`src/hw/rtl/ilir_pkg.sv`:
```
`default_nettype none

package ilir_pkg;

  localparam int unsigned WORD_W  = 32;
  localparam int unsigned POS_W   = 7;
  localparam int unsigned COUNT_W = 7;

  typedef enum logic [1:0] {
    KIND_APPEND = 2'd0,
    KIND_INSERT = 2'd1,
    KIND_REMOVE = 2'd2,
    KIND_GET    = 2'd3
  } kind_e;

  typedef enum logic [1:0] {
    ST_OK    = 2'd0,
    ST_RANGE = 2'd1,
    ST_FULL  = 2'd2
  } status_e;

  // command broadcast to every cell of the row
  typedef struct packed {
    logic ins;  // write word at index, cells above take their lower neighbor
    logic rem;  // cells at or above index take their upper neighbor
  } cell_ctl_t;

endpackage

`default_nettype wire

```
`src/hw/rtl/ilir_cell.sv`:
```
`default_nettype none

module ilir_cell
  import ilir_pkg::*;
#(
  parameter int unsigned IDX   = 0,
  parameter int unsigned CMP_W = 7
) (
  input  wire  logic                     clk_i,
  input  wire  cell_ctl_t                ctl_i,
  input  wire  logic [CMP_W-1:0]         index_i,
  input  wire  logic signed [WORD_W-1:0] word_i,
  input  wire  logic signed [WORD_W-1:0] lower_i,
  input  wire  logic signed [WORD_W-1:0] upper_i,
  output logic signed [WORD_W-1:0]       word_o
);

  localparam logic [CMP_W-1:0] MY_IDX = CMP_W'(IDX);

  logic signed [WORD_W-1:0] word_d, word_q;

  always_comb begin
    word_d = word_q;
    if (ctl_i.ins) begin
      if (MY_IDX == index_i) begin
        word_d = word_i;
      end else if (MY_IDX > index_i) begin
        word_d = lower_i;
      end
    end else if (ctl_i.rem && (MY_IDX >= index_i)) begin
      word_d = upper_i;
    end
  end

  always_ff @(posedge clk_i) begin
    word_q <= word_d;
  end

  assign word_o = word_q;

endmodule

`default_nettype wire

```
`src/hw/rtl/indexed_list_insert_remove.sv`:
```
// the done_o strobe carrying its result comes in the cycle after an accepted start
// throughput: one request per cycle; busy_o stays low, every cell shifts in parallel
// the get path is a single read mux over the row of cells, registered at the output
// reset: asynchronous, active low; clears the entry count and the done strobe,
// entry words are left as they are and are only read once written
// the receiver cannot stall: each result beat is shown for exactly one cycle
`default_nettype none

module indexed_list_insert_remove
  import ilir_pkg::*;
#(
  parameter int unsigned DEPTH = 64
) (
  input  wire  logic                     clk_i,
  input  wire  logic                     rst_ni,
  input  wire  logic                     start_i,
  output logic                           busy_o,
  input  wire  logic [1:0]               kind_i,
  input  wire  logic [POS_W-1:0]         position_i,
  input  wire  logic signed [WORD_W-1:0] word_in_i,
  output logic                           done_o,
  output logic signed [WORD_W-1:0]       word_out_o,
  output logic [1:0]                     status_o,
  output logic [COUNT_W-1:0]             entry_count_o
);

  // count holds 0..DEPTH, compares run at the wider of count and position
  localparam int unsigned CNT_W = $clog2(DEPTH + 1);
  localparam int unsigned CMP_W = (CNT_W > POS_W) ? CNT_W : POS_W;
  localparam int unsigned AW    = (DEPTH > 1) ? $clog2(DEPTH) : 1;
  localparam logic [CNT_W-1:0] DEPTH_C = CNT_W'(DEPTH);

  logic [CNT_W-1:0] count_d, count_q;
  logic             done_q;
  logic signed [WORD_W-1:0] word_out_q, rd_word;
  status_e          status_d, status_q;
  logic [COUNT_W-1:0] entry_count_q;

  logic             accept;
  kind_e            kind;
  logic [CMP_W-1:0] pos_x, cnt_x, index;
  logic             full;
  cell_ctl_t        ctl;

  // cell words of the row, each read by its neighbors and the get mux
  logic signed [WORD_W-1:0] cell_word [DEPTH];

  assign busy_o = 1'b0;
  assign accept = start_i & ~busy_o;
  assign kind   = kind_e'(kind_i);
  assign pos_x  = CMP_W'(position_i);
  assign cnt_x  = CMP_W'(count_q);
  assign full   = (count_q >= DEPTH_C);

  // request decode: status, count update and the command for the row
  always_comb begin
    ctl      = '0;
    index    = pos_x;
    count_d  = count_q;
    status_d = ST_OK;
    rd_word  = '0;
    unique case (kind)
      KIND_APPEND: begin
        // append is an insert at the current count
        index = cnt_x;
        if (full) begin
          status_d = ST_FULL;
        end else begin
          ctl.ins = accept;
          count_d = count_q + CNT_W'(1);
        end
      end
      KIND_INSERT: begin
        // an index past the end wins over a full store
        if (pos_x > cnt_x) begin
          status_d = ST_RANGE;
        end else if (full) begin
          status_d = ST_FULL;
        end else begin
          ctl.ins = accept;
          count_d = count_q + CNT_W'(1);
        end
      end
      KIND_REMOVE: begin
        if (pos_x >= cnt_x) begin
          status_d = ST_RANGE;
        end else begin
          // the top cell takes zero, the freed slot takes the word above it
          ctl.rem = accept;
          count_d = count_q - CNT_W'(1);
        end
      end
      KIND_GET: begin
        if (pos_x >= cnt_x) begin
          status_d = ST_RANGE;
        end else begin
          rd_word = cell_word[pos_x[AW-1:0]];
        end
      end
      default: begin
        status_d = ST_RANGE;
      end
    endcase
  end

  // row of cells, each shifting with its neighbors in the same cycle
  for (genvar g = 0; g < DEPTH; g++) begin : g_cell
    logic signed [WORD_W-1:0] lower, upper;
    if (g == 0) begin : g_bot
      assign lower = '0;
    end else begin : g_mid_lo
      assign lower = cell_word[g-1];
    end
    if (g == DEPTH - 1) begin : g_top
      assign upper = '0;
    end else begin : g_mid_hi
      assign upper = cell_word[g+1];
    end

    ilir_cell #(
      .IDX   (g),
      .CMP_W (CMP_W)
    ) u_cell (
      .clk_i   (clk_i),
      .ctl_i   (ctl),
      .index_i (index),
      .word_i  (word_in_i),
      .lower_i (lower),
      .upper_i (upper),
      .word_o  (cell_word[g])
    );
  end

  // count and done strobe
  always_ff @(posedge clk_i or negedge rst_ni) begin
    if (!rst_ni) begin
      count_q <= '0;
      done_q  <= 1'b0;
    end else begin
      done_q <= accept;
      if (accept) begin
        count_q <= count_d;
      end
    end
  end

  // result beat payload
  always_ff @(posedge clk_i) begin
    if (accept) begin
      word_out_q    <= rd_word;
      status_q      <= status_d;
      entry_count_q <= COUNT_W'(count_d);
    end
  end

  assign done_o        = done_q;
  assign word_out_o    = word_out_q;
  assign status_o      = status_q;
  assign entry_count_o = entry_count_q;

  // every accepted request gives exactly one beat on the next cycle
  a_one_beat : assert property (@(posedge clk_i) disable iff (!rst_ni)
    accept |=> done_o)
    else $error("accepted request without result beat");

  a_no_extra_beat : assert property (@(posedge clk_i) disable iff (!rst_ni)
    !accept |=> !done_o)
    else $error("result beat without request");

  a_count_bound : assert property (@(posedge clk_i) disable iff (!rst_ni)
    count_q <= DEPTH_C)
    else $error("entry count above depth");

  a_count_step : assert property (@(posedge clk_i) disable iff (!rst_ni)
    accept |=> (count_q == $past(count_q)) || (count_q == $past(count_q) + CNT_W'(1))
            || (count_q == $past(count_q) - CNT_W'(1)))
    else $error("entry count moved by more than one");

  a_err_zero_word : assert property (@(posedge clk_i) disable iff (!rst_ni)
    (done_o && (status_o != ST_OK)) |-> (word_out_o == '0))
    else $error("error beat carries a nonzero word");

endmodule

`default_nettype wire
```
`config.mk`:
```
export PLATFORM = sky130hd
export DESIGN_NAME = indexed_list_insert_remove
export DESIGN_NICKNAME = d
export VERILOG_FILES = /design/src/hw/rtl/ilir_pkg.sv /design/src/hw/rtl/ilir_cell.sv /design/src/hw/rtl/indexed_list_insert_remove.sv
export SDC_FILE = /design/constraint.sdc
export NUM_CORES = 2
export LEC_CHECK = 0
export BUFFER_PORTS_ARGS = -buffer_cell sky130_fd_sc_hd__buf_2
export CORE_MARGIN = 2
export CORE_UTILIZATION = 50
export CTS_CLUSTER_DIAMETER = 40
export CTS_CLUSTER_SIZE = 25
export DETAILED_ROUTE_END_ITERATION = 8
export PLACE_DENSITY_LB_ADDON = 0.1
export SLEW_MARGIN = 10
export SYNTH_ARGS = -nofsm -noshare
export SYNTH_HDL_FRONTEND = slang
export SYNTH_SLANG_ARGS = --single-unit
```
`constraint.sdc`:
```
create_clock -name clk_i -period 8 [get_ports clk_i]
set_clock_uncertainty 0.1 [all_clocks]
set_input_delay 0 -clock clk_i [delete_from_list [all_inputs] [get_ports clk_i]]
set_output_delay 0 -clock clk_i [all_outputs]
set_load 0.005 [all_outputs]
```
Word-level counts from Yosys, hierarchy flattened
Index checks and enable logic that the tools add are counted.
{"block": "totals", "wordCells": 804, "output_inout_bits": 43, "in_bits": 44, "ff_bits": 2097}
{"block": "op_classes", "n_lt_le_gt_ge": 132, "reduce_logical": 196, "bitwise_logic": 2, "n_eq_ne": 130, "muxes": 273, "addsub": 2}
{"op": "$mux 32", "count": 258}
{"op": "$eq 6x7->1 const A", "count": 32}
{"op": "$ge 6x7->1 const A", "count": 32}
{"op": "$gt 6x7->1 const A", "count": 32}
{"op": "$bmux 32 s6", "count": 1}
{"op": "$ne 3x1->1 const B", "count": 64}
{"op": "$reduce_and 2->1", "count": 64}
{"op": "$reduce_bool 2->1", "count": 64}
{"op": "$eq 5x7->1 const A", "count": 16}
{"op": "$ge 5x7->1 const A", "count": 16}
{"op": "$gt 5x7->1 const A", "count": 16}
{"op": "$logic_and 1x1->1", "count": 64}
{"op": "$eq 4x7->1 const A", "count": 8}
{"op": "$ge 4x7->1 const A", "count": 8}
{"op": "$gt 4x7->1 const A", "count": 8}
{"op": "$eq 3x7->1 const A", "count": 4}
{"op": "$ge 3x7->1 const A", "count": 4}
{"op": "$gt 3x7->1 const A", "count": 4}
{"op": "$mux 7", "count": 4}
{"op": "$pmux 7 s3", "count": 1}
{"op": "$eq 2x7->1 const A", "count": 2}
{"op": "$ge 1x7->1 const A", "count": 2}
{"op": "$ge 2x7->1 const A", "count": 2}
{"op": "$ge 7x7->1 const B", "count": 2}
{"op": "18 further kinds", "count": 27}

Depth between registers and ports, before layout
{"block": "logic_depth", "depth_word": 6, "depth_mapped": 15, "mapped_depth_nobuf": 8}

Worst setup path before layout
OpenSTA, ideal clock, no wires.
{"block": "synth_path", "path_type": "reg-to-reg", "startpoint": "register count_q[1] (netlist: cnt_x[1])", "endpoint": "register g_cell[57].u_cell.word_q[0] (enable)", "path_buffers": 1, "path_slack_ps": 2062, "arrival_time_ps": 5368, "required_time_ps": 7430, "setup_ps": 470, "stages_incl_launch_ff": 9, "synth_period_minus_slack_ps": 5938, "cell_sequence": "dfrtp_1 > clkbuf_1 > inv_1 > ha_1 > a211oi_1 > o21a_1 > a32o_1 > and3_1 > a21boi_0"}
{"block": "synth_via", "elab_chain_len": 6, "word_cells_on_any_way": 16, "cone_classes": "order compare (5); eq/ne (2); mux (6); reduce/logical (3)"}
{"element": "start, declared", "line_no": "indexed_list_insert_remove.sv:33", "rtl": "logic [CNT_W-1:0] count_d, count_q;"}
{"element": "start signal, assigned", "line_no": "indexed_list_insert_remove.sv:142", "rtl": "count_q <= count_d;"}
{"element": "$ge 7x7->1, on equally long branches", "line_no": "indexed_list_insert_remove.sv:53, indexed_list_insert_remove.sv:85"}
{"element": "$mux 1, on equally long branches", "line_no": "indexed_list_insert_remove.sv:66, indexed_list_insert_remove.sv:77, indexed_list_insert_remove.sv:85"}
{"element": "$mux 1, on equally long branches", "line_no": "indexed_list_insert_remove.sv:75, indexed_list_insert_remove.sv:62"}
{"element": "$pmux 1 s2 / $logic_and 1x1->1 (equally long branches)", "line_no": "indexed_list_insert_remove.sv:62, ilir_cell.sv:30"}
{"element": "$ne 3x1->1 (no line) / $reduce_bool 2->1 (equally long branches)"}
{"element": "$reduce_and 2->1 (no line) (*)"}
{"element": "end signal, assigned", "line_no": "ilir_cell.sv:36", "rtl": "word_q <= word_d;"}
{"element": "end, declared", "line_no": "ilir_cell.sv:20", "rtl": "logic signed [WORD_W-1:0] word_d, word_q;"}
Every way passes the cells marked *; elsewhere a longest branch is shown, timed or not.
A chain may end at the register's enable or synchronous reset.

Worst setup path after layout
{"block": "layout_path", "startpoint": "register count_q[2] (netlist: cnt_x[2])", "endpoint": "register g_cell[15].u_cell.word_q[27] (enable)"}
{"block": "layout_via", "elab_chain_len": 6, "word_cells_on_any_way": 16, "cone_classes": "order compare (5); eq/ne (2); mux (6); reduce/logical (3)"}
{"element": "$ge 7x7->1, on equally long branches", "line_no": "indexed_list_insert_remove.sv:53, indexed_list_insert_remove.sv:85"}
{"element": "$mux 1, on equally long branches", "line_no": "indexed_list_insert_remove.sv:66, indexed_list_insert_remove.sv:77, indexed_list_insert_remove.sv:85"}
{"element": "$mux 1, on equally long branches", "line_no": "indexed_list_insert_remove.sv:75, indexed_list_insert_remove.sv:62"}
{"element": "$pmux 1 s2 / $logic_and 1x1->1 (equally long branches)", "line_no": "indexed_list_insert_remove.sv:62, ilir_cell.sv:30"}
{"element": "$ne 3x1->1 (no line) / $reduce_bool 2->1 (equally long branches)"}
{"element": "$reduce_and 2->1 (no line) (*)"}
{"element": "end signal, assigned", "line_no": "ilir_cell.sv:36"}
{"element": "end, declared", "line_no": "ilir_cell.sv:20"}
Marks and branches as above.

==> flow_metrics.tcl <==
set metrics [dict create \
    reg2reg_from "cnt_x[2]$_DFFE_PN0P_" \
    ys_types 84 \
    grt_max_degree 267 \
    drive_above_1_share_pct 16.5 \
    layout_common_cells "nand2_1, edfxtp_1, mux2i_1, o21ai_1, mux4_2" \
    first_global_vias 88200 \
    outcome "finished, final reports clean" \
    async_reset_ff_share_pct 0.381 \
    period_share_pct 75.3 \
    worstSkewPairLatency_ns 1.01 \
    worst_pin_slew_ns 1.30 \
    report.final.slew_viol_count 0 \
    yosysTopAreaCellShare_pct 50.7 \
    htreeDepth 5 \
    grt_pass1_wl_mm 655 \
    fin_setup_tns_ns 0 \
    clk_path_buf_depth 4 \
    syn_area_per_cell_sq_um 11.6 \
    num_vias 93200 \
    cp-start-kind "register" \
    drt-pass1-iter-count 7 \
    relSlewSlack_pct 13.1 \
    portBuffers 85 \
    ys_seq_area_share_pct 50.9 \
    cp.arrival_ns 6.52 \
    setup_ws_ns 1.98 \
    end_kind "register" \
    io_pins 87 \
    dp_hpwl_mm 285 \
    fill_cells 20100 \
    synthFlopType "edfxtp_1" \
    wl_mm 458 \
    post-place-ws_ns 2.17 \
    grtUsageTotal_pct 35.9 \
    area_delta_synth_final_pct 13.8 \
    clk_pin_slew_worst_paths_ns 0.05 \
    hold_violations 0 \
    synthCells 10600 \
    synthesis.nets 10700 \
    crit_fanout 17 \
    yosysWarningCount 0 \
    min-delay-path-class "in2reg" \
    worstSetupEndpoint "g_cell[15].u_cell.word_o[27]$_DFFE_PP_" \
    p_leak_nw 55.4 \
    reg2reg_depth 9 \
    yosysTopAreaCell "edfxtp_1" \
    fp-row-count 182 \
    ys_seq_elements 2097 \
    cts_sinks 2097 \
    ir_drop_mv 0.273 \
    max_freq_mhz 166 \
    cts_tree "built" \
    drc 0 \
    post-cts-setup-buffers 0 \
    layout_commonest_cell "nand2_1" \
    place_congestion 0.976 \
    required_ns 8.50 \
    crit_path_start "cnt_x[2]$_DFFE_PN0P_" \
    min_period_ns 6.02 \
    antenna_found_initial 31 \
    power.total_mw 37.1 \
    cts_resized 0 \
    routedWlPerCell_microns 33.0 \
    root_buffer "clkbuf_16" \
    reg2reg_to "g_cell[15].u_cell.word_o[27]$_DFFE_PP_" \
    setup_viol 0 \
    reg2reg_slack_ns 1.98 \
    coreArea_sq_um 246000 \
    synth_top_cells_by_area "edfxtp_1, mux2i_1, mux4_2" \
    detail_route.vias_per_cell 6.70 \
    start_util_pct 50.3 \
    rsz0062_at_grt "false" \
    whs_ns 0.0742 \
    worst-setup-path-type "reg2reg" \
    drt_iter0_markers 14700 \
    synth_edf_count 2089 \
    dieArea_sq_um 251000 \
    die_w_microns 501 \
    die_y_microns 501 \
    numCtsBuffers 406 \
    drv_cap 0 \
    layout.nets 10400 \
    synth_area_sq_um 124000 \
    powerDensity_nw_per_um2 263 \
    ant_nets 0 \
    grt-ovfl-total 0 \
]
-- critical path, cell delays in order (launching register included) --
cell and delay [ns]:
dfrtp_1 0.75, clkinv_1 0.42, ha_1 0.43, a21oi_1 0.18, a21oi_1 0.12, o21ai_1 0.62, a32o_1 0.57, nand3_1 0.80
inv_1 1.10, buf_4 0.52
-- worst min-delay path by stage --
stage / slack, ns / start / depth (start not counted) / end
6_report: 0.07 / word_in_i[18] / 3 / g_cell[0].u_cell.word_o[18]$_DFFE_PP_
5_1_grt: 0.05 / word_in_i[18] / 3 / g_cell[0].u_cell.word_o[18]$_DFFE_PP_
4_1_cts: 0.01 / word_in_i[18] / 3 / g_cell[0].u_cell.word_o[18]$_DFFE_PP_
3_5_place_dp: -0.14 / rst_ni / 1 / done_o$_DFF_PN0_
3_3_place_gp: -0.13 / rst_ni / 1 / done_o$_DFF_PN0_
2_1_floorplan: -0.40 / rst_ni / 0 / cnt_x[0]$_DFFE_PN0P_
-- cells by family (layout without fill, tap and decap cells) --
family	after synthesis	count (layout)	share of synthesized area [%]
multiplexers	2621	2621	27.2
AND/OR/NAND/NOR	2511	2511	8.16
AO/OA/AOI/OAI	2280	2280	9.62
flip-flops	2097	2097	50.9
buffers and inverters	1112	1144	4.05
adder cells (fa/ha/maj)	9	9	0.0910
XOR/XNOR	5	5	0.0354
other	1	12	0.00303
-- area by class of cell --
type | count | area, sq um | share of cell area, %
flip-flops and latches | 2097 | 62900 | 44.7
multi-input cells | 7427 | 56700 | 40.2
clock buffers | 438 | 10400 | 7.36
well taps | 3220 | 4030 | 2.86
clock inverters | 298 | 3500 | 2.49
repair buffers | 388 | 3170 | 2.25
inverters | 20 | 77.6 | 0.0551
diodes | 11 | 27.5 | 0.0196
-- cell usage after synthesis (6+ instances only) --
master,count
buf_1,76
mux2_2,19
nor2_1,59
clkbuf_1,608
mux2i_1,2012
nor2_2,16
nand3_1,128
nor4_1,7
nor3_1,17
inv_1,18
o211ai_1,24
o21ai_1,1630
a211oi_1,13
o21a_1,9
a22oi_1,9
and2_1,7
and3_1,8
mux4_2,589
nor2b_1,6
o21ai_0,387
a21oi_1,84
nor2_4,6
nand2_1,2212
o22ai_1,27
buf_6,22
ha_1,9
buf_2,312
buf_4,74
a31oi_1,36
a22o_1,32
dfrtp_1,8
edfxtp_1,2089
-- routing by layer --
metal  GRT usage, %  wire [microns]  up-vias
met3           9.29           57000      936
met1           51.6          184000    46700
met2           51.6          196000     6072
li1               -               -    39400
met5              0             172        -
met4           14.8           21000       24
-- registers in the layout (all words and copies together) (netlist names) --
name / flops
g_cell.u_cell.word_o: 2048
word_out_o: 32
cnt_x: 7
entry_count_o: 7
status_o: 2
done_o: 1
-- timing repair --
item                                    in CTS  in global routing
hold buffers                                43                  0
hold endpoints to repair                  1963                  0
endpoints found under the setup margin       0                  0
-- report_power, final --
| group | switching [mW] | leakage, nW | internal, mW | total, mW |
|---|---|---|---|---|
| registers | 0.634 | 19.1 | 13.2 | 13.9 |
| logic | 3.80 | 29.8 | 1.83 | 5.63 |
| clock network | 6.06 | 6.59 | 11.5 | 17.6 |
-- stage by stage --
step | utilization, % | instance area [sq um] | std cells
after floorplan | - | 124000 | 10600
after global placement | 51.4 | 126000 | 13100
after detailed placement | 51.4 | 126000 | 13100
after CTS | 57.2 | 141000 | 13900
after global routing | 57.2 | 141000 | 13900
final | 57.2 | 141000 | 13900
Power figures use the tool's default switching activity.
